`src/design/kmd_pkg.sv`:
```
// Shared types and constants for the key matrix debouncer.
// Holds configuration defaults, register indexes and the structs passed between modules.
// No dependencies.
package kmd_pkg;

    localparam int KMD_KEYS_MAX   = 64;
    localparam int KMD_DIM_W      = 5;
    localparam int KMD_DEB_W      = 16;
    localparam int KMD_TIME_W     = 32;
    localparam int KMD_LIMIT_W    = 2 * KMD_DIM_W;
    localparam int KMD_CFG_IDX_W  = 2;

    localparam logic [KMD_DIM_W-1:0] KMD_ROWS_RESET = 5'd8;
    localparam logic [KMD_DIM_W-1:0] KMD_COLS_RESET = 5'd8;
    localparam logic [KMD_DEB_W-1:0] KMD_DEB_RESET  = 16'd20;

    typedef enum logic [KMD_CFG_IDX_W-1:0] {
        CFG_NUM_ROWS    = 2'd0,
        CFG_NUM_COLS    = 2'd1,
        CFG_DEBOUNCE_MS = 2'd2
    } t_cfg_index;

    typedef struct packed {
        logic [KMD_DIM_W-1:0] num_rows;
        logic [KMD_DIM_W-1:0] num_cols;
        logic [KMD_DEB_W-1:0] debounce_ms;
    } t_cfg;

    typedef struct packed {
        logic pressed;
        logic rose;
        logic fell;
        logic changed;
    } t_key_status;

endpackage

```
`src/design/kmd_cfg_regs.sv`:
```
// Configuration register file of the key matrix debouncer.
// Holds row count, column count and debounce interval; uses kmd_pkg.
module kmd_cfg_regs import kmd_pkg::*; (
    input  logic                     i_clk,
    input  logic                     i_rst_n,
    input  logic                     i_cfg_valid,
    output logic                     o_cfg_ready,
    input  logic [KMD_CFG_IDX_W-1:0] i_cfg_index,
    input  logic [KMD_DEB_W-1:0]     i_cfg_data,
    output t_cfg                     o_cfg
);

    t_cfg r_cfg;
    t_cfg n_cfg;

    assign o_cfg_ready = 1'b1;
    assign o_cfg       = r_cfg;

    always_comb begin
        n_cfg = r_cfg;
        if (i_cfg_valid) begin
            unique case (t_cfg_index'(i_cfg_index))
                CFG_NUM_ROWS:    n_cfg.num_rows    = i_cfg_data[KMD_DIM_W-1:0];
                CFG_NUM_COLS:    n_cfg.num_cols    = i_cfg_data[KMD_DIM_W-1:0];
                CFG_DEBOUNCE_MS: n_cfg.debounce_ms = i_cfg_data;
                default:         n_cfg = r_cfg;
            endcase
        end
    end

    always_ff @(posedge i_clk) begin
        if (!i_rst_n) begin
            r_cfg.num_rows    <= KMD_ROWS_RESET;
            r_cfg.num_cols    <= KMD_COLS_RESET;
            r_cfg.debounce_ms <= KMD_DEB_RESET;
        end else begin
            r_cfg <= n_cfg;
        end
    end

endmodule

```
`config.mk`:
```
export PLATFORM = sky130hd
export DESIGN_NAME = kmd_cfg_regs
export DESIGN_NICKNAME = d
export VERILOG_FILES = /design/src/design/kmd_pkg.sv /design/src/design/kmd_cfg_regs.sv
export SDC_FILE = /design/constraint.sdc
export NUM_CORES = 1
export LEC_CHECK = 0
export BUFFER_PORTS_ARGS = -buffer_cell sky130_fd_sc_hd__buf_2
export CAP_MARGIN = 40
export CORE_ASPECT_RATIO = 1.25
export CORE_MARGIN = 3
export CORE_UTILIZATION = 45
export DETAILED_ROUTE_END_ITERATION = 7
export GPL_ROUTABILITY_DRIVEN = 1
export MAX_ROUTING_LAYER = met4
export PLACE_DENSITY = 0.81
export SLEW_MARGIN = 20
export SYNTH_ARGS = -nofsm -noshare
export SYNTH_HDL_FRONTEND = slang
export SYNTH_SLANG_ARGS = --single-unit
export TNS_END_PERCENT = 30
```
`constraint.sdc`:
```
create_clock -name i_clk -period 1.3 [get_ports i_clk]
set_input_delay 0.325 -clock i_clk [delete_from_list [all_inputs] [get_ports i_clk]]
set_output_delay 0.325 -clock i_clk [all_outputs]
set_load 0.02 [all_outputs]
```
# Word-level counts from Yosys, hierarchy flattened
# Index checks and enable logic that the tools add are counted.
# word_totals
out_inout_bits,27
wordCells,9
ff_bits,26
# classes
n_eq_ne,2
reduce_logical,4
# op_table
operator,n
2-bit AND reduction,3
"2-bit by 1-bit equality test with 1-bit output, second input constant",1
"2-bit equality test, second input constant",1
2-bit zero test,1

# Depth between registers and ports, before layout
# Gate-level depths: netlist of the first run.
# logic_depth
depth_word,2
depth_mapped,4

# Worst setup path after synthesis of the first run
# Ideal clock, no wire load.
# synth_timing
path_kind,input to register
from,input port i_cfg_index[0]
to,"register r_cfg, in the netlist o_cfg[10]"
setup_time_ns,0.072
arrival_ns,0.971
slack_ns,0.257
stages,4
cell_sequence,and3b_1 buf_6 buf_6 mux2i_1
# synth_between
elab_chain_cells,2
# synth_lines
element,line_no,text
from (decl),kmd_cfg_regs.sv:8,"input logic [KMD_CFG_IDX_W-1:0] i_cfg_index,"
2-bit equality test,kmd_cfg_regs.sv:22,unique case (t_cfg_index'(i_cfg_index))
2-bit AND reduction (no source line),-,
to (signal assigned),kmd_cfg_regs.sv:37,r_cfg <= n_cfg;
to (decl),kmd_cfg_regs.sv:13,t_cfg r_cfg;
# No other way between the ends.
# A chain may end at the register's enable or synchronous reset.

# Worst setup path in the final report of the first run
# layout_timing
from,"register r_cfg, in the netlist o_cfg[16]"
to,output port o_cfg[16] (netlist name)
# layout_lines
element,line_no,text
to (decl),kmd_cfg_regs.sv:10,output t_cfg o_cfg
# No word-level cell between the ends.

==> summary.md, run 1 <==
| Metric | Value |
|---|---|
| Status | complete, no violations |
| Final worst setup slack | between 100 and 150 ps |
| Post-CTS Hold Buffers | 0 |
| Post-cts sizing count | 0 |
| DR vias | about 870 |
| Initial DRC Count | 7 |
| Seq/Total Area, Yosys | 49.8% |
| Utilization after layout | between 60% and 70% |
| Root Driver | clkbuf_4 |
| CTS tree | done |
| Area Overhead vs Synth | 29.6% |
| Place WS | 117 ps |
| Number of global-route vias before repair | slightly below 800 |
| Die Ht | roughly 60 µm |
| Fin crit share | 90.4% |
| Layout cells sized above 1 | 35.5% |
| Grt total ovfl | 0 |
| Post-synthesis adder-cell area fraction | 0% |
| Worst-Skew Late Latency | 310 ps |
| Average footprint of a synthesized cell | between 9 and 10 µm² |
| Port bufs | 46 |
| Layout Skew | 0 ps |
| Kind of cell adding the most delay to the critical path | flip-flops |
| Number of nets in the layout | roughly 180 |
| Ys Warns | 0 |
| Initial antenna violation count | 0 |
| GRT Resource Usage Total | about 15% |
| H-tree depth | 1 |
| CTS buffer count | 3 |
| Syn nets | 130 |
| Simple-gate share of the synthesized area | roughly a fifth |
| Final setup violation count | 0 |
| Crit path DAT | approximately 850 ps |
| Netlist area before placement | between 1000 and 1500 µm² |
| Synth top area share | between 40 and 50% |
| Die area | just under 3000 µm² |
| CP startpoint kind | register |
| Post-CTS Setup Inserts | 0 |
| Vias/cell | roughly 4.7 |
| HPWL after DPL | about 1.6 mm |
| Routed WL per cell | between 10 and 15 µm |
| Max-Cap Viols | 0 |
| Placement row count | 18 |
| Most common cell after layout, fill and taps aside | buf_2 |
| Required @ worst endpoint | between 900 and 1000 ps |
| Largest net degree at the start of global routing | 26 |
| I/O Pins | between 40 and 50 |
| Final hold slack | about 240 ps |
| Mux cell area share after synthesis | between 20% and 30% |
| CP Capture Type | primary output |
| Min Clock Period, post-route | ~1200 ps |
| First-pass detailed-route iteration total | 4 |
| Post-synthesis cell type count | 15 |
| Die Wd | 49.1 µm |
| Critical setup path kind | register to primary output |
| Worst VDD drop | between 1 and 1.5 mV |
| Drt drc | 0 |
| Antenna diode count | 0 |
| RSZ-0062 raised after global routing | no |
| CP peak stage delay | between 300 and 400 ps |
| Fin. max-slew vios | 0 |
| Largest cells by area after synthesis | dfxtp_1 (50%), mux2i_1 (23%), nand2_1 (14%) |
| Max reg flops | 26 |
| Main combinational cell family by area after synthesis | multiplexers |
| CP Buf/Inv Count | 1 |
| Worst path cell trace | buf_2 |
| Final Hold Vio Count | 0 |
| Crit Path Max Fanout | 2 |
| Leakage | ~0.00066 µW |
| Cell taking the most area after synthesis | dfxtp_1 |
| Synthesized flop and latch total | 26 |
| PD cells | ~1100 nW/µm² |
| Fmax | 0.851 GHz |
| TritonCTS Sinks | 26 |
| Hold WC Path Type | input port to register |
| CTS Buffer Depth | 2 |
| Routed Antenna Nets | 0 |
| WL final | roughly 2.1 mm |
| XOR/XNOR share of the synthesized area | 0% |
| Starting density of the core | approximately half |
| Total Neg Setup Slack | 0 ps |
| Slowest cell on crit path | dfxtp_1 |
| Compound-cell area share of the yosys netlist | 1.44% |
| Area of the core | between 2000 and 2500 µm² |
| Mapped Cells | 109 |
| Placer congestion estimate | between 0.6 and 0.7 |
| CTS clk-pin slew, worst paths | ~130 ps |
| First-pass GRT wire length | around 3.4 mm |
| Most frequent cells in the layout | buf_2 (46), nand2_1 (38), dfxtp_1 (26) |
-- power breakdown --
group	total [µW]	internal, µW	switching [µW]	leakage [µW]
sequential	839	826	13.5	0.000212
clock	387	171	216	0.0000210
combinational	207	89.2	118	0.000430
total	1430	1090	348	0.000662
-- synthesized netlist by cell type, drive strengths merged --
library cell	instances
nand3b	1
nand4b	2
conb	1
nor3b	1
nand2	38
o211ai	2
and3b	1
dfxtp	26
mux2i	24
clkbuf	4
buf	4
nor2b	3
inv	2
-- layout make-up --
cell class                      instances  area [µm²]
Fill cell                             198         741
Sequential cell                        26         520
Multi-Input combinational cell         73         467
Timing Repair Buffer                   50         285
Tap cell                               30        37.5
Clock buffer                            4        36.3
Inverter                                2        7.51
-- stage by stage --
step	cell area, µm²	cells	power, µW
4_1_cts	1350	185	1450
3_3_place_gp	1320	181	1060
3_5_place_dp	1320	181	1070
5_1_grt	1350	185	1500
2_1_floorplan	1040	109	982
6_report	1350	185	1430
-- kinds of logic after synthesis --
| family | count (synthesis) |
|---|---|
| multiplexers | 24 |
| flip-flops | 26 |
| AO/OA/AOI/OAI | 2 |
| other | 1 |
| AND/OR/NAND/NOR | 46 |
| buffers and inverters | 10 |
-- per-layer routing --
layer,global-route usage [%],wire length [µm]
met5,-,0
met4,3.66,17
met3,2.99,151
met2,24.9,976
met1,18.1,922
-- worst paths after layout --
| path | cells after the start | from | slack [ps] | endpoint |
|---|---|---|---|---|
| max | 1 | o_cfg[16] | 120 | o_cfg[16] |
| min | 3 | i_cfg_data[11] | 240 | o_cfg[11] |
| max reg2reg | 2 | o_cfg[4] | 690 | o_cfg[4] |
| min reg2reg | 2 | o_cfg[8] | 460 | o_cfg[8] |
No activity file was read; power rests on OpenSTA's default activity.
==> run 2, diff against run 1 <==
--- a/config.mk
+++ b/config.mk
@@ -5,6 +5,7 @@
 export SDC_FILE = /design/constraint.sdc
 export NUM_CORES = 1
 export LEC_CHECK = 0
+export ABC_AREA = 1
 export BUFFER_PORTS_ARGS = -buffer_cell sky130_fd_sc_hd__buf_2
 export CAP_MARGIN = 40
 export CORE_ASPECT_RATIO = 1.25
@@ -13,7 +14,7 @@
 export DETAILED_ROUTE_END_ITERATION = 7
 export GPL_ROUTABILITY_DRIVEN = 1
 export MAX_ROUTING_LAYER = met4
-export PLACE_DENSITY = 0.81
+export PLACE_DENSITY = 0.8
 export SLEW_MARGIN = 20
 export SYNTH_ARGS = -nofsm -noshare
 export SYNTH_HDL_FRONTEND = slang
==> summary.md, run 2 <==
| Metric | Value |
|---|---|
| Starting density of the core | 48.9% |
| Post-CTS Hold Buffers | 0 |
| Final setup violation count | 0 |
| Max-Cap Viols | 0 |
| Post-synth top cells | nand2_1 (48), nor2_1 (41), dfxtp_1 (26) |
| Largest cells by area after synthesis | dfxtp_1 (47%), nand2_1 (16%), nor2_1 (14%) |
| Crit path DAT | between 800 and 900 ps |
| Drt drc | 0 |
| Largest net degree at the start of global routing | 31 |
| Netlist area before placement | 1100 µm² |
| H-tree depth | 1 |
| Initial DRC Count | 20 |
| DR vias | roughly 1100 |
| Slowest cell on crit path | dfxtp_1 |
| WL final | 2.26 mm |
| Syn nets | roughly 190 |
| Most frequent cells in the layout | nand2_1 (48), buf_2 (46), nor2_1 (41) |
| Layout Skew | 0 ps |
| Area Overhead vs Synth | 24.9% |
| Port bufs | 46 |
| Worst-Skew Late Latency | between 300 and 400 ps |
| Seq/Total Area, Yosys | 47.2% |
| Final worst setup slack | 125 ps |
| CP Buf/Inv Count | 1 |
| Ys Warns | 0 |
| First-pass detailed-route iteration total | 4 |
| Die area | 3090 µm² |
| HPWL after DPL | 1.67 mm |
| Crit Path Max Fanout | 2 |
| Initial antenna violation count | 0 |
| Filler cells | ~220 |
| Critical setup path kind | register to primary output |
| Average footprint of a synthesized cell | between 6 and 7 µm² |
| Leakage | 0.000819 µW |
| Synth top area share | roughly 47% |
| Placement row count | 19 |
| Place WS | 163 ps |
| Ys async rst share | 0% |
| Mapped Cells | approximately 170 |
| Number of global-route vias before repair | ~950 |
| Placer congestion estimate | about 0.74 |
| GRT Resource Usage Total | 16.8% |
| CP startpoint kind | register |
| Max reg flops | 26 |
| CTS buffer count | 3 |
| Total Neg Setup Slack | 0 ps |
| Status | complete, no violations |
| Most common cell after layout, fill and taps aside | nand2_1 |
| Post-CTS Setup Inserts | 0 |
| Min Clock Period, post-route | roughly 1200 ps |
| Utilization after layout | a little over 60% |
| Cell taking the most area after synthesis | dfxtp_1 |
| Fin. max-slew vios | 0 |
| Layout cells sized above 1 | a little over a quarter |
| Kind of cell adding the most delay to the critical path | flip-flops |
| Hold WC Path Type | input port to register |
| I/O Pins | 48 |
| RSZ-0062 raised after global routing | no |
| Post-synthesis cell type count | 13 |
| TritonCTS Sinks | 26 |
| Final Hold Vio Count | 0 |
| Die Ht | about 61 µm |
| Number of nets in the layout | between 200 and 250 |
| First-pass GRT wire length | slightly below 4 mm |
| PD cells | 1100 nW/µm² |
| Synthesized flop and latch total | 26 |
| Routed Antenna Nets | 0 |
| CTS Buffer Depth | 2 |
| CTS tree | done |
| Top_reg_cell synth | dfxtp_1 |
| Grt total ovfl | 0 |
| Root Driver | clkbuf_4 |
| Routed WL per cell | 9.42 µm |
| Post-cts sizing count | 0 |
| Worst VDD drop | 0.694 mV |
| Area of the core | around 2300 µm² |
| Required @ worst endpoint | around 980 ps |
| Total Power | ~1500 µW |
| CP Capture Type | primary output |
| Most frequent cell after synthesis | nand2_1 |
| Post-synth EDFFs | 0 |
| Fmax | approximately 0.85 GHz |
| Antenna diode count | 0 |
| Die Wd | 50.3 µm |
| CTS clk-pin slew, worst paths | ~130 ps |
| Vias/cell | 4.39 |
| Worst path cell trace | buf_2 |
| Fin crit share | 90.4% |
| CP peak stage delay | between 300 and 400 ps |
run 2: logic make-up (layout without fill, tap and decap cells):
family / Yosys count / in the layout / share of synthesized area, %
AOI/OAI and AO/OA: 4 / 4 / 1.81
buffers and inverters: 32 / 76 / 13.4
DFF: 26 / 26 / 47.2
other: 1 / 1 / 0.340
and+or+nand+nor: 102 / 102 / 37.3
run 2: through the flow:
| stage | hold WS (ps) | std cells | instance area [µm²] |
|---|---|---|---|
| final | 224 | 240 | 1380 |
| after global routing | 220 | 240 | 1380 |
| after CTS | 216 | 240 | 1380 |
| after detailed placement | 456 | 236 | 1340 |
| after global placement | 441 | 236 | 1340 |
| after floorplan | 438 | 165 | 1100 |
run 2: layout make-up:
cell class	instances	area, µm²	share of cell area (%)
well taps	31	38.8	2.81
clock buffers	4	36.3	2.63
inverters	24	90.1	6.53
flip-flops and latches	26	520	37.7
multi-input cells	107	435	31.6
repair buffers	48	258	18.7
run 2: worst paths after layout:
path                            depth (start not counted)   endpoint            from  slack, ps
worst max-delay path                                    1   o_cfg[1]        o_cfg[1]        120
worst min-delay path                                    3  o_cfg[13]  i_cfg_data[13]        220
worst max register to register                          4   o_cfg[1]        o_cfg[1]        640
worst min register to register                          2   o_cfg[2]        o_cfg[2]        490
run 2: tightest hold or removal path, stage by stage:
cell and delay, ps:
buf_2 70, nor2_1 30, nor2_1 80
run 2: power by group:
part / total [µW] / internal (µW) / switching [µW]
Sequential: 858 / 839 / 18.9
Combinational: 262 / 95.0 / 167
Clock: 392 / 171 / 221
Total: 1510 / 1100 / 406
run 2: routing by layer:
layer | global-route usage [%] | vias up | routed length, µm
met5 | - | - | 0
met4 | 8.08 | 0 | 40
met3 | 1.94 | 5 | 144
met2 | 31.7 | 37 | 1130
met1 | 17.5 | 442 | 941
li1 | - | 569 | -
==> run 3, diff against run 2 <==
--- a/config.mk
+++ b/config.mk
@@ -15,6 +15,7 @@
 export GPL_ROUTABILITY_DRIVEN = 1
 export MAX_ROUTING_LAYER = met4
 export PLACE_DENSITY = 0.8
+export RECOVER_POWER = 50
 export SLEW_MARGIN = 20
 export SYNTH_ARGS = -nofsm -noshare
 export SYNTH_HDL_FRONTEND = slang
==> constraint.sdc (replaced) <==
create_clock -name i_clk -period 1.1 [get_ports i_clk]
set_input_delay 0.275 -clock i_clk [delete_from_list [all_inputs] [get_ports i_clk]]
set_output_delay 0.275 -clock i_clk [all_outputs]
set_load 0.02 [all_outputs]
==> summary.md, run 3 (same netlist as run 2, synthesis figures left out) <==
| Metric | Value |
|---|---|
| Layout cells sized above 1 | 36.7% |
| Multi-input logic area | roughly 420 µm² |
| Cell area after layout | between 1500 and 2000 µm² |
| Vias/cell | around 4.4 |
| Leakage | 0.000851 µW |
| CTS clk-pin slew, worst paths | 140 ps |
| Largest net degree at the start of global routing | 31 |
| RSZ-0062 raised after global routing | yes |
| Sequential Area | ~550 µm² |
| DR vias | between 1000 and 1500 |
| Crit Path Max Fanout | 2 |
| Grt total ovfl | 0 |
| Slowest cell on crit path | dfxtp_2 |
| Starting density of the core | just under 50% |
| Placement row count | 19 |
| Critical setup path kind | register to primary output |
| Layout Skew | 0 ps |
| CTS buffer count | 3 |
| Placed Area | about 1400 µm² |
| TritonCTS Sinks | 26 |
| Max-Cap Viols | 0 |
| R2R setup slack | about 430 ps |
| Worst VDD drop | between 0.8 and 0.9 mV |
| Routed WL per cell | between 10 and 15 µm |
| Crit path DAT | 800 ps |
| First-pass GRT wire length | 3.71 mm |
| Worst-margin pin slew | 532 ps |
| Kind of cell adding the most delay to the critical path | flip-flops |
| Drt drc | 0 |
| H-tree depth | 1 |
| Most frequent cells in the layout | nand2_1 (48), nor2_1 (42), dfxtp_2 (26), buf_6 (26), inv_1 (24) |
| RR Startpoint | o_cfg[11] |
| R2R cell count | 4 |
| CP peak stage delay | between 300 and 400 ps |
| Antenna diode count | 0 |
| Critical path depth | 1 |
| Placer congestion estimate | between 0.7 and 0.8 |
| Hold Path End | o_cfg[6] |
| Post-CTS Hold Buffers | 0 |
| HPWL after DPL | 1.63 mm |
| Hold path start | i_cfg_data[6] |
| Hold WC Path Type | input port to register |
| Worst path cell trace | buf_6 |
| Post-CTS Setup Inserts | 0 |
| Die Ht | 61.4 µm |
| Number of nets in the layout | roughly 230 |
| First-pass detailed-route iteration total | 5 |
| Initial antenna violation count | 0 |
| Final Hold Vio Count | 0 |
| Hold Path Stages | 3 |
| Port bufs | 46 |
| R2r endpoint | o_cfg[11] |
| Initial DRC Count | 15 |
| Most common cell after layout, fill and taps aside | nand2_1 |
| Worst-Skew Late Latency | 310 ps |
| Required @ worst endpoint | 820 ps |
| Final setup violation count | 0 |
| Root Driver | clkbuf_4 |
| Fin. max-slew vios | 0 |
| CP Buf/Inv Count | 1 |
| Routed Antenna Nets | 0 |
| Area of the core | around 2300 µm² |
| Die area | a little over 3000 µm² |
| WL final | 2.56 mm |
| CP startpoint kind | register |
| Non-Filler Instances | 241 |
| Worst slew margin | ~65% |
| GRT Resource Usage Total | 15.9% |
| Placed cells | 238 |
| Fin crit share | 97.8% |
| I/O Pins | 48 |
| Max reg flops | 26 |
| CTS Buffer Depth | 2 |
| Number of global-route vias before repair | 968 |
| Die Wd | 50.3 µm |
| Filler cells | roughly 210 |
| Area Overhead vs Synth | 40.9% |
| Fmax | approximately 0.93 GHz |
| Status | complete, no violations |
| Min Clock Period, post-route | about 1100 ps |
| PD cells | between 1000 and 1500 nW/µm² |
| CP Capture Type | primary output |
| CTS tree | done |
run 3: changes by cell type in the layout (fill, tap and decap cells not counted), moves of 2 or more:
cell / before / now
dfxtp_1: 26 / 0
nand3_1: 9 / 11
buf_6: 0 / 26
buf_2: 46 / 19
dfxtp_2: 0 / 26
clkbuf_1: 0 / 2
nand3_2: 2 / 0
run 3: layout make-up:
type,instances,share of cell area (%)
flip-flops and latches,26,35.6
repair buffers,50,27.5
multi-input cells,107,27.2
inverters,24,5.79
well taps,31,2.49
clock buffers,3,1.45
run 3: per-layer routing:
metal	GRT usage, %	routed length (µm)
met4	8.08	16
met1	17.9	1040
met2	28.0	1360
met5	-	0
met3	2.18	150
run 3: report_power, final:
group | internal, µW | leakage, µW | switching, µW
Combinational | 171 | 0.000617 | 200
Clock | 128 | 0.0000138 | 265
Sequential | 1000 | 0.000221 | 34.6
run 3: how the worst max path moves through the flow:
stage | endpoint | from
after CTS | o_cfg[24] | o_cfg[24]
after global placement | o_cfg[11] | i_cfg_index[0]
after detailed placement | o_cfg[11] | i_cfg_index[0]
final | o_cfg[21] | o_cfg[21]
after global routing | o_cfg[21] | o_cfg[21]
after floorplan | o_cfg[25] | i_cfg_index[0]
run 3: metrics by stage:
| step | hold WS [ps] | util [%] | TNS [ps] | power (µW) | setup WS (ps) |
|---|---|---|---|---|---|
| 2_1_floorplan | 388 | - | 0 | 1230 | 279 |
| 3_3_place_gp | 442 | 60.7 | 0 | 1350 | 132 |
| 3_5_place_dp | 446 | 60.7 | 0 | 1360 | 105 |
| 4_1_cts | 165 | 64.5 | -1.21 | 1770 | -1.21 |
| 5_1_grt | 153 | 68.9 | -17.0 | 1890 | -3.92 |
| 6_report | 166 | 68.9 | 0 | 1800 | 23.9 |
run 3: what timing repair did:
action,4_1_cts,5_1_grt
cloned,0,0
endpoints found under the setup margin,23,26
gates resized for setup,29,49
hold endpoints to repair,0,0
