<file path="config.mk">
export PLATFORM = sky130hd
export DESIGN_NAME = kmd_key_lane
export DESIGN_NICKNAME = d
export VERILOG_FILES = /design/src/design/kmd_pkg.sv /design/src/design/kmd_key_lane.sv
export SDC_FILE = /design/constraint.sdc
export NUM_CORES = 1
export LEC_CHECK = 0
export BUFFER_PORTS_ARGS = -buffer_cell sky130_fd_sc_hd__buf_2
export CAP_MARGIN = 20
export CORE_AREA = 4 4 96 121
export DETAILED_ROUTE_END_ITERATION = 12
export DIE_AREA = 0 0 100 125
export PLACE_DENSITY = 0.59
export SETUP_SLACK_MARGIN = 0.4
export SYNTH_ARGS = -nofsm -noshare
export SYNTH_HDL_FRONTEND = slang
export SYNTH_SLANG_ARGS = --single-unit
export TNS_END_PERCENT = 50
</file>
<file path="constraint.sdc">
create_clock -name i_clk -period 4.23 [get_ports i_clk]
set_input_delay 0.423 -clock i_clk [delete_from_list [all_inputs] [get_ports i_clk]]
set_output_delay 0.423 -clock i_clk [all_outputs]
set_load 0.01 [all_outputs]
</file>
<file path="src/design/kmd_pkg.sv">
// Shared types and constants for the key matrix debouncer.
// Holds configuration defaults, register indexes and the structs passed between modules.
// No dependencies.
package kmd_pkg;

    localparam int KMD_KEYS_MAX   = 64;
    localparam int KMD_DIM_W      = 5;
    localparam int KMD_DEB_W      = 16;
    localparam int KMD_TIME_W     = 32;
    localparam int KMD_LIMIT_W    = 2 * KMD_DIM_W;
    localparam int KMD_CFG_IDX_W  = 2;

    localparam logic [KMD_DIM_W-1:0] KMD_ROWS_RESET = 5'd8;
    localparam logic [KMD_DIM_W-1:0] KMD_COLS_RESET = 5'd8;
    localparam logic [KMD_DEB_W-1:0] KMD_DEB_RESET  = 16'd20;

    typedef enum logic [KMD_CFG_IDX_W-1:0] {
        CFG_NUM_ROWS    = 2'd0,
        CFG_NUM_COLS    = 2'd1,
        CFG_DEBOUNCE_MS = 2'd2
    } t_cfg_index;

    typedef struct packed {
        logic [KMD_DIM_W-1:0] num_rows;
        logic [KMD_DIM_W-1:0] num_cols;
        logic [KMD_DEB_W-1:0] debounce_ms;
    } t_cfg;

    typedef struct packed {
        logic pressed;
        logic rose;
        logic fell;
        logic changed;
    } t_key_status;

endpackage

</file>
<file path="src/design/kmd_key_lane.sv">
// Debounce state and lockout timer of one key.
// Computes the post-scan state of the key and stores it on a transfer; uses kmd_pkg.
module kmd_key_lane import kmd_pkg::*; (
    input  logic                  i_clk,
    input  logic                  i_rst_n,
    input  logic                  i_update,
    input  logic                  i_scanned,
    input  logic                  i_level,
    input  logic [KMD_TIME_W-1:0] i_now_ms,
    input  logic [KMD_DEB_W-1:0]  i_debounce_ms,
    output t_key_status           o_status
);

    logic                  r_pressed;
    logic                  r_rose;
    logic                  r_fell;
    logic [KMD_TIME_W-1:0] r_time;

    logic                  n_pressed;
    logic                  n_rose;
    logic                  n_fell;
    logic [KMD_TIME_W-1:0] n_time;

    logic                  raw;
    logic [KMD_TIME_W-1:0] elapsed;
    logic                  unlocked;
    logic                  changed;

    assign raw      = ~i_level;
    assign elapsed  = i_now_ms - r_time;
    assign unlocked = elapsed >= {{(KMD_TIME_W-KMD_DEB_W){1'b0}}, i_debounce_ms};

    always_comb begin
        n_pressed = r_pressed;
        n_rose    = r_rose;
        n_fell    = r_fell;
        n_time    = r_time;
        changed   = 1'b0;
        if (i_scanned) begin
            if (raw != r_pressed) begin
                if (unlocked) begin
                    n_pressed = raw;
                    n_rose    = raw;
                    n_fell    = ~raw;
                    n_time    = i_now_ms;
                    changed   = 1'b1;
                end
            end else begin
                n_rose = 1'b0;
                n_fell = 1'b0;
            end
        end
    end

    assign o_status.pressed = n_pressed;
    assign o_status.rose    = n_rose;
    assign o_status.fell    = n_fell;
    assign o_status.changed = changed;

    always_ff @(posedge i_clk) begin
        if (!i_rst_n) begin
            r_pressed <= 1'b0;
            r_rose    <= 1'b0;
            r_fell    <= 1'b0;
            r_time    <= '0;
        end else if (i_update) begin
            r_pressed <= n_pressed;
            r_rose    <= n_rose;
            r_fell    <= n_fell;
            r_time    <= n_time;
        end
    end

endmodule

</file>
# ---- Word-level counts from Yosys, hierarchy flattened
# Index checks and enable logic that the tools add are counted.
dict set report classes {
  n_eq_ne 1
  n_mux 12
  bitwise_logic 1
  n_reduce_logical 1
  magnitude_cmp 1
  addsub 1
}
# op count
set ops {}
lappend ops {{$ge A32 B16 Y1} 1}
lappend ops {{$sub A32 B32 Y32} 1}
lappend ops {{$mux W1} 12}
lappend ops {{$reduce_and A4 Y1} 1}
lappend ops {{$ne A1 B1 Y1} 1}
lappend ops {{$not A1 Y1} 1}
dict set report totals {
  input_bits 53
  output_inout_bits 4
  elab_cells 21
  regBits 35
}

# ---- Logic depth before layout (Yosys ltp)
# Gate-level depths: netlist of the first run.
dict set report logic_depth {
  word_depth 5
  depth_mapped 22
  mapped_depth_nobuf 20
}

# ---- Least setup slack after synthesis of the first run
# OpenSTA, ideal clock, no wires.
dict set report synth_path {
  path_kind {input -> output}
  startpoint {input port i_now_ms[3]}
  endpoint {output port o_status[1] (netlist name)}
  t_required_ns 3.807
  arrival_ns 4.070
  path_slack_ns -0.263
  n_path_buf 2
  stages 21
  cell_sequence {ha_1 -> a21o_1 -> a21oi_1 -> nand2_1 -> a21boi_0 -> o21bai_1 -> a21oi_1 -> xnor2_1 -> ha_1 -> a21o_1 -> nand3_1 -> a21oi_1 -> a2111oi_0 -> o211ai_1 -> nor4_1 -> nand4_1 -> nor4_4 -> buf_4 -> a21oi_1 -> o2bb2ai_1 -> buf_4}
}
dict set report synth_between {
  elab_chain_cells 5
}
# item line
set synth_rtl {}
lappend synth_rtl {{start, declared} kmd_key_lane.sv:9} ;# input logic [KMD_TIME_W-1:0] i_now_ms,
lappend synth_rtl {{$sub A32 B32 Y32} kmd_key_lane.sv:30} ;# assign elapsed = i_now_ms - r_time;
lappend synth_rtl {{$ge A32 B16 Y1} kmd_key_lane.sv:31} ;# assign unlocked = elapsed >= {{(KMD_TIME_W-KMD_DEB_W){1'b0}}, i_debounce_ms};
lappend synth_rtl {{$mux W1} kmd_key_lane.sv:41} ;# if (unlocked) begin
lappend synth_rtl {{$mux W1} kmd_key_lane.sv:40} ;# if (raw != r_pressed) begin
lappend synth_rtl {{$mux W1} kmd_key_lane.sv:39} ;# if (i_scanned) begin
lappend synth_rtl {{end, declared} kmd_key_lane.sv:11} ;# output t_key_status o_status
# Every way passes these cells.

# ---- Final worst setup path of the first run
dict set report layout_path {
  startpoint {register r_time[3]}
  endpoint {register r_time[27]}
}
dict set report layout_between {
  elab_chain_cells 3
}
# item line
set layout_rtl {}
lappend layout_rtl {{start, declared} kmd_key_lane.sv:17} ;# logic [KMD_TIME_W-1:0] r_time;
lappend layout_rtl {{start signal, assigned} kmd_key_lane.sv:70} ;# r_time <= n_time;
lappend layout_rtl {{$sub A32 B32 Y32} kmd_key_lane.sv:30}
lappend layout_rtl {{$ge A32 B16 Y1} kmd_key_lane.sv:31}
lappend layout_rtl {{$reduce_and A4 Y1 (no source line)} n/a}
# Every way passes these cells.
# A chain may end at the register's enable or synchronous reset.

==> flow_summary.ini, run 1 <==
[run_status]
outcome = finished, violations left
violations = negative setup slack

[pwr]
irDropWorstVdd_uv = 137.8
p_leak_nw = 2.382
powerDensity_nw_per_um2 = 240.4

[sta]
setup_viol = 38
fin_skew_ps = 6.899
rsz0062_at_grt = true
min_period_ps = 4515
setup_slack_ps = -284.8
finalHoldViolCount = 0
fmax_mhz = 221.5
maxSlewViolCount = 0
fin_crit_sh_pct = 106.7
setup_tns_ps = -9699
max_slew.worst_pin.slew_ps = 580.1
slew_headroom_pct = 60.92

[synth]
synth_edf_count = 0
synthCells = 564
ys_ff_latch = 35
ys_types = 64
syn-num-nets = 665
synth_top_area_cell = dfxtp_1
yosysTopAreaCellShare_pct = 17.02
synth_top_cells_by_count = 98 x nand2_1, 57 x inv_1, 48 x a21oi_1
synth_ff_type = dfxtp_1
async_flop_share_pct = 0
syn-cell-area_um2 = 4116
yosys-top-cells-area = dfxtp_1 17%, ha_1 14%, nand2_1 8.9%
syn_area_per_cell_um2 = 7.299
synth-warning-count = 0
synth.most_common_cell = nand2_1
seq_area_frac_synth_pct = 17.02

[detailed_routing]
ant_nets = 0
drt-wirelength-per-cell_um = 14.89
drc = 0
dr.pass1.iters = 5
drt_first_iter_violations = 161
via_per_inst = 5.390
vias = 4398
wirelength_mm = 12.15

[finish]
nFillCells = 1021
stdcell_area_um2 = 5608
layout-drive-gt1-share_pct = 30.12
insertedDiodeCount = 0
utilization_pct = 53.63
layout.nets = 784
area_growth_pct = 36.23

[placed_design]
place.gp.congestion = 0.9361
dp_worst_setup_slack_ps = -391.1
port-buffer-count = 56
placed_cell_area_um2 = 4972
place_hpwl_mm = 9.178

[clock_tree]
cts.htree.levels = 2
root_buffer = clkbuf_16
cts_sinks = 35
path_clk_slew_ps = 60
clk_latency_ps = 290
cts_tree = yes
clock_path_buffers = 2
numCtsBuffers = 5
cts_hold_buffers = 0

[run]
cap_viol_max_count = 0

[worst_setup_path]
start_kind = flip-flop
critical_path_required_ps = 4440
crit_slowest_cell = dfxtp_2
path_common_cell = buf_6
cp_top_family = buffers and inverters
slowest_delay_ps = 330
crit_type = reg -> reg
critPathCaptureType = flip-flop
path_buf_inv = 12
cp_max_fo = 7
cp.arrival_ps = 4720

[grt]
grt_start_max_net_pins = 68
grt_overflow = 0
grt_pass1_vias = 4391
grt_pass1_wl_mm = 19.96
grt_usage_pct = 19.06
antenna_found_initial = 0

[die]
start_util_pct = 39.36
die_area_um2 = 12500
io_pins = 57
die_w_um = 100
dieHeight_um = 125
core_um2 = 10460
row_count = 42

[hold_path]
hold_class = in -> reg
## area by class of cell
cell class,count,area (µm²),share of cell area [%]
multi-input cells,443,3339,59.55
well taps,132,165.2,2.945
clock inverters,1,5.005,0.08925
repair buffers,141,1037,18.50
inverters,57,221.5,3.949
clock buffers,7,132.6,2.365
flip-flops and latches,35,706.9,12.61
## metal layers
metal  routed length (µm)  track usage (%)  part of all wire [%]  vias to the layer above
li1                     -                -                     -                     2211
met1                 5070            22.99                    42                     2038
met2                 6244            33.87                    51                      122
met3                  506            3.008                   4.2                       27
met4                  327            6.582                   2.7                        0
met5                    0                0                     0                        -
## final timing paths
| kind | start | end | slack [ps] | depth (start not counted) |
|---|---|---|---|---|
| worst min register to register | r_time[9]$_SDFFE_PN0P_ | r_time[9]$_SDFFE_PN0P_ | 460 | 2 |
| worst min-delay path | i_now_ms[15] | r_time[15]$_SDFFE_PN0P_ | 390 | 3 |
| worst max register to register | r_time[3]$_SDFFE_PN0P_ | r_time[27]$_SDFFE_PN0P_ | -280 | 28 |
| worst max-delay path | r_time[3]$_SDFFE_PN0P_ | r_time[27]$_SDFFE_PN0P_ | -280 | 28 |
## power by group
part	internal, mW	leakage [nW]	switching, mW
clock	0.218	0.0679	0.149
sequential	0.343	0.287	0.00680
combinational	0.304	2.03	0.327
total	0.865	2.38	0.483
## cell usage in the layout, fill, tap and decap left out, types with 12 or more instances in the layout
| cell | count |
|---|---|
| mux2i_1 | 33 |
| nor2_1 | 34 |
| o21ai_0 | 20 |
| nand2_1 | 94 |
| buf_2 | 56 |
| dfxtp_1 | 30 |
| inv_1 | 54 |
| buf_4 | 70 |
| ha_1 | 36 |
| a21o_1 | 12 |
| a21oi_1 | 38 |
## worst reg2reg max path: cells and delay by family (launching register included)
| family | cells | cell delay [ps] |
|---|---|---|
| simple gates | 6 | 640 |
| buf+inv | 12 | 1500 |
| xor+xnor | 1 | 110 |
| flops | 1 | 330 |
| fa+ha+maj | 2 | 570 |
| mux | 1 | 210 |
| compound gates | 6 | 1090 |
## timing repair
item / 4_1_cts / 5_1_grt
endpoints found under the setup margin: 39 / 39
resized for setup: 23 / 23
cloned: 0 / 2
pin swaps: 29 / 8
setup buffers: 13 / 11
## cells by family (layout without fill, tap and decap cells)
logic type / Yosys count / count (layout) / synth area share (%)
AOI/OAI and AO/OA: 140 / 140 / 22.19
xor gates and xnor gates: 22 / 22 / 4.681
and+or+nand+nor: 199 / 199 / 23.68
muxes: 34 / 34 / 8.298
buffers and inverters: 86 / 206 / 9.362
adders and majority gates: 48 / 48 / 14.77
DFF: 35 / 35 / 17.02
## flip-flops by register name, summed over array words and instances (netlist names)
name       flops
r_fell         1
r_time        32
r_pressed      1
r_rose         1
## stage by stage
| step | hold slack [ps] | cells | power [mW] |
|---|---|---|---|
| after floorplan | 434.7 | 564 | 0.7216 |
| after global placement | 442.0 | 781 | 0.8864 |
| after detailed placement | 452.6 | 781 | 0.8946 |
| after CTS | 391.1 | 802 | 1.309 |
| after global routing | 412.8 | 816 | 1.435 |
| final | 389.2 | 816 | 1.348 |
Power figures use the tool's default switching activity.
==> inputs of run 2 (changes only) <==
--- a/config.mk
+++ b/config.mk
@@ -5,13 +5,14 @@
 export SDC_FILE = /design/constraint.sdc
 export NUM_CORES = 1
 export LEC_CHECK = 0
-export BUFFER_PORTS_ARGS = -buffer_cell sky130_fd_sc_hd__buf_2
+export BUFFER_PORTS_ARGS = -buffer_cell sky130_fd_sc_hd__buf_4
 export CAP_MARGIN = 20
 export CORE_AREA = 4 4 96 121
 export DETAILED_ROUTE_END_ITERATION = 12
 export DIE_AREA = 0 0 100 125
 export PLACE_DENSITY = 0.59
-export SETUP_SLACK_MARGIN = 0.4
+export SETUP_SLACK_MARGIN = 0.15
+export SLEW_MARGIN = 30
 export SYNTH_ARGS = -nofsm -noshare
 export SYNTH_HDL_FRONTEND = slang
 export SYNTH_SLANG_ARGS = --single-unit
==> run 2 against run 1 <==
The run still ends with negative setup slack left. Wire length is 0.33% lower. Non-clock buffer count is 3 lower. Critical path depth is 8 lower. Worst setup slack better by 78 ps. Worst hold slack better by 8.1 ps. Clock skew is 1.9 ps lower. First-iteration DRC count is 2.5% lower. Sequential cell count stayed put. Sequential share of layout area is 0.24 points lower. Largest power group unchanged. Clock power is 3% higher. Via count is 3.1% lower.
==> flow_summary.ini, run 2 (same netlist as run 1, synthesis figures left out) <==
[finish]
insertedDiodeCount = 0
final_cell_mix = 125 x buf_4, 95 x nand2_1, 52 x inv_1
utilization_pct = 54.65
layout_commonest_cell = buf_4
stdcell_area_um2 = 5715
nFillCells = 1035
area_growth_pct = 38.84
layout.nets = 781
largest-register = r_time
largest_reg_flops = 32
layout-drive-gt1-share_pct = 30.59

[pwr]
p_total_mw = 1.362
powerDensity_nw_per_um2 = 238.2
irDropWorstVdd_uv = 136.5
p_leak_nw = 2.422

[sta]
slew_headroom_pct = 57.57
setup_viol = 12
setup_slack_ps = -207.2
min_period_ps = 4437
max_slew.worst_pin.slew_ps = 636.4
finalHoldViolCount = 0
fmax_mhz = 225.4
maxSlewViolCount = 0
fin_skew_ps = 4.997
fin_crit_sh_pct = 104.9
rsz0062_at_grt = true

[grt]
grt_usage_pct = 20.00
grt_start_max_net_pins = 68
antenna_found_initial = 0
grt_overflow = 0
grt_pass1_wl_mm = 20.66
grt_pass1_vias = 4383

[run_status]
outcome = finished, violations left
violations = negative setup slack

[worst_setup_path]
slowest_delay_ps = 340
cp_max_fo = 8
start_kind = flip-flop
cp_cell_sequence = inv_2, ha_4, nor2b_4, o2111ai_4, a211o_1, nand2_2, buf_6, xor2_2, ha_1, a21o_1, a21o_1, a2111oi_4, o211ai_1, nor4_2, nand4_1, nor4_4, buf_6, a21oi_2, o2bb2ai_1, buf_4
critPathCaptureType = output pin
crit_slowest_cell = a211o_1
cp.arrival_ps = 4010
crit_type = reg -> out
critical_path_required_ps = 3810

[detailed_routing]
wirelength_mm = 12.11
drt_first_iter_violations = 157
dr.pass1.iters = 4
ant_nets = 0
drc = 0
drt-wirelength-per-cell_um = 14.91
vias = 4262
via_per_inst = 5.249

[die]
row_count = 42
die_w_um = 100
start_util_pct = 39.36
dieHeight_um = 125
io_pins = 57
core_um2 = 10460
die_area_um2 = 12500

[placed_design]
place_hpwl_mm = 9.473
place.gp.congestion = 0.8833
port-buffer-count = 56
placed_cell_area_um2 = 5105

[hold_path]
hold_class = in -> reg

[clock_tree]
cts_tree = yes
path_clk_slew_ps = 60
cts_hold_buffers = 0
clock_path_buffers = 2
cts_sinks = 35
clk_latency_ps = 290
cts.htree.levels = 2
numCtsBuffers = 5
root_buffer = clkbuf_16

[run]
cap_viol_max_count = 0
[run 2: changes by cell type in the layout (fill, tap and decap cells not counted), moves of 2 or more]
cell / change
buf_2: -56
buf_4: +55
buf_12: -2
clkbuf_1: -2
clkbuf_16: -2
ha_1: -2
ha_2: +2
inv_1: -2
inv_2: +2
[run 2: per-stage QoR]
stage                     instances  hold slack, ps  setup slack (ps)  TNS, ps
after global routing            812           406.4            -468.1    -8190
after global placement          780           442.0            -366.2    -7849
after CTS                       807           396.0            -221.6   -799.9
final                           812           397.2            -207.2   -848.9
after detailed placement        780           448.9            -434.2   -10560
after floorplan                 564           434.7            -102.9   -367.1
[run 2: layout make-up]
cell class	count	area [µm²]	share of cell area, %
multi-input combinational	443	3338	58.41
clock buffer	6	138.9	2.430
timing repair buffer	138	1140	19.94
tap	132	165.2	2.890
clock inverter	1	5.005	0.08757
sequential	35	706.9	12.37
inverter	57	221.5	3.875
[run 2: final timing paths]
check | from | end | slack (ps) | cells after the start
hold reg to reg | r_time[14]$_SDFFE_PN0P_ | r_time[14]$_SDFFE_PN0P_ | 460 | 2
setup reg to reg | r_time[1]$_SDFFE_PN0P_ | r_time[19]$_SDFFE_PN0P_ | -20 | 23
setup / recovery | r_time[1]$_SDFFE_PN0P_ | o_status[1] | -210 | 20
hold / removal | i_now_ms[4] | r_time[4]$_SDFFE_PN0P_ | 400 | 3
[run 2: power breakdown]
group,internal [mW],switching (mW)
clock,0.230,0.149
sequential,0.343,0.00700
combinational,0.313,0.320
total,0.886,0.475
[run 2: routing by layer]
metal | global-route usage (%) | vias up | part of all wire [%] | routed length, µm
met4 | 5.472 | 0 | 1.6 | 193
met3 | 2.674 | 16 | 3.2 | 383
met1 | 22.40 | 1971 | 39 | 4772
met2 | 38.59 | 69 | 56 | 6760
met5 | 0 | - | 0 | 0
li1 | - | 2206 | - | -
[run 2: what timing repair did]
item                                    CTS  global route
pin swaps                                34             6
setup buffers                            18             5
gates resized for setup                  42             6
cloned                                    2             0
endpoints found under the setup margin   39            39
[run 2: critical path: cells and delay by family (launching register included)]
family	cells	cell delay, ps
AOI/OAI and AO/OA	8	1520
adders and majority gates	2	500
DFF	1	330
xor gates and xnor gates	1	130
and+or+nand+nor	5	780
buffers and inverters	4	450
==> inputs of run 3 (changes only) <==
--- a/config.mk
+++ b/config.mk
@@ -5,12 +5,12 @@
 export SDC_FILE = /design/constraint.sdc
 export NUM_CORES = 1
 export LEC_CHECK = 0
-export BUFFER_PORTS_ARGS = -buffer_cell sky130_fd_sc_hd__buf_4
 export CAP_MARGIN = 20
 export CORE_AREA = 4 4 96 121
 export DETAILED_ROUTE_END_ITERATION = 12
 export DIE_AREA = 0 0 100 125
-export PLACE_DENSITY = 0.59
+export DONT_BUFFER_PORTS = 1
+export PLACE_DENSITY = 0.54
 export SETUP_SLACK_MARGIN = 0.15
 export SLEW_MARGIN = 30
 export SYNTH_ARGS = -nofsm -noshare
==> run 3 against run 2 <==
Largest power group unchanged. Via count fell by 6.2%. Non-clock buffer count is 81 lower. Critical path type unchanged. Largest cell class unchanged. The flow still finishes with violations (negative setup slack). Die area unchanged.
==> flow_summary.ini, run 3 (same netlist as run 1, synthesis figures left out) <==
[run_status]
outcome = finished, violations left
violations = negative setup slack

[run]
cap_viol_max_count = 0

[worst_setup_path]
critical_path_required_ps = 3810
start_kind = flip-flop
path_buf_inv = 4
cp_max_fo = 8
cp.arrival_ps = 3910
crit_type = reg -> out
crit_slowest_cell = a211oi_1
slowest_delay_ps = 400
cp_cell_sequence = inv_1, ha_4, a21o_1, a21oi_4, nand2_1, buf_4, xor2_1, ha_1, a21o_1, a211oi_1, a2111oi_4, buf_4, nor4_1, nand4_1, nor4_4, buf_6, a21oi_2, o2bb2ai_2
cp_top_family = compound AO/OA/AOI/OAI gates
critPathCaptureType = output pin

[detailed_routing]
drt-wirelength-per-cell_um = 15.09
wirelength_mm = 11.05
drt_first_iter_violations = 124
dr.pass1.iters = 4
vias = 3997
via_per_inst = 5.460
ant_nets = 0
drc = 0

[finish]
layout-drive-gt1-share_pct = 21.00
stdcell_area_um2 = 5055
layout.nets = 700
largest-register = r_time
largest_reg_flops = 32
insertedDiodeCount = 0
final_cell_mix = 95 x nand2_1, 52 x inv_1, 51 x buf_4
area_growth_pct = 22.80
layout_commonest_cell = nand2_1
utilization_pct = 48.34
nFillCells = 1078

[sta]
finalHoldViolCount = 0
slew_headroom_pct = 62.97
fmax_mhz = 230.8
setup_slack_ps = -102.6
fin_crit_sh_pct = 102.4
fin_skew_ps = 4.565
min_period_ps = 4333
rsz0062_at_grt = true
max_slew.worst_pin.slew_ps = 550.4
maxSlewViolCount = 0
setup_viol = 4

[grt]
grt_usage_pct = 18.30
grt_start_max_net_pins = 68
grt_overflow = 0
grt_pass1_wl_mm = 19.00
antenna_found_initial = 0
grt_pass1_vias = 4094

[die]
start_util_pct = 39.36
die_area_um2 = 12500
io_pins = 57
row_count = 42
die_w_um = 100
dieHeight_um = 125
core_um2 = 10460

[placed_design]
place.gp.congestion = 0.9195
placed_cell_area_um2 = 4632
port-buffer-count = 0
place_hpwl_mm = 9.122

[clock_tree]
clock_path_buffers = 2
path_clk_slew_ps = 60
cts_sinks = 35
root_buffer = clkbuf_16
numCtsBuffers = 5
clk_latency_ps = 280
cts_tree = yes
cts.htree.levels = 2
cts_hold_buffers = 0

[hold_path]
hold_class = in -> reg

[pwr]
irDropWorstVdd_uv = 128.0
p_leak_nw = 2.002
powerDensity_nw_per_um2 = 246.9
run 3: path summary, 6_finish.rpt:
kind | from | endpoint | slack (ps) | cells past startpoint
worst max-delay path | r_time[3]$_SDFFE_PN0P_ | o_status[2] | -100 | 18
worst min-delay path | i_now_ms[7] | r_time[7]$_SDFFE_PN0P_ | 270 | 2
worst max register to register | r_time[6]$_SDFFE_PN0P_ | r_time[2]$_SDFFE_PN0P_ | 220 | 22
worst min register to register | r_time[11]$_SDFFE_PN0P_ | r_time[11]$_SDFFE_PN0P_ | 460 | 2
run 3: what timing repair did:
item,in CTS,in global routing
resized for setup,40,4
buffers inserted,6,1
endpoints found under the setup margin,38,39
pin swaps,30,1
run 3: worst reg2reg max path: stages, from the launching register on:
cell and delay, ps:
dfxtp_2 330, inv_2 40, ha_4 240, a21oi_4 170, nor3_4 60, nor4_4 310
nand2_2 100, a21o_1 200, a21oi_2 140, xnor2_1 100, ha_1 320, nand4_1 140
buf_4 180, a2111oi_4 220, buf_4 160, nor4_1 40, nand4_1 150, nor4_4 50
buf_6 140, buf_4 140, nor3_4 270, buf_12 220, mux2i_1 210
run 3: cell type report:
cell class	instances	area (µm²)	share of cell area (%)
Clock buffer	6	128.9	2.550
Inverter	57	221.5	4.381
Timing Repair Buffer	57	467.9	9.257
Multi-Input combinational cell	443	3352	66.31
Sequential cell	35	706.9	13.99
Tap cell	132	165.2	3.267
Clock inverter	2	12.51	0.2475
run 3: through the flow:
stage          hold slack [ps]  setup slack, ps  TNS, ps  instances  total power [mW]
2_1_floorplan            434.7           -102.9   -367.1        564            0.7214
3_3_place_gp             442.0           -240.6    -3902        717            0.8400
3_5_place_dp             448.0           -252.7    -5925        717            0.8456
4_1_cts                  244.3           -128.5   -412.9        731             1.256
5_1_grt                  270.1           -424.9    -3269        732             1.339
6_report                 266.6           -102.6   -340.0        732             1.248
run 3: metal layers:
| metal | up-vias | part of all wire, % | global-route usage [%] |
|---|---|---|---|
| met1 | 1854 | 41 | 20.72 |
| li1 | 2045 | - | - |
| met5 | - | 0 | 0 |
| met2 | 78 | 52 | 33.60 |
| met3 | 20 | 3.9 | 3.175 |
| met4 | 0 | 2.8 | 6.899 |
run 3: where the power goes:
group          leakage [nW]  switching (mW)  internal (mW)  total (mW)
Clock                0.0669           0.151          0.218       0.368
Sequential            0.287         0.00699          0.343       0.350
Combinational          1.65           0.283          0.247       0.530
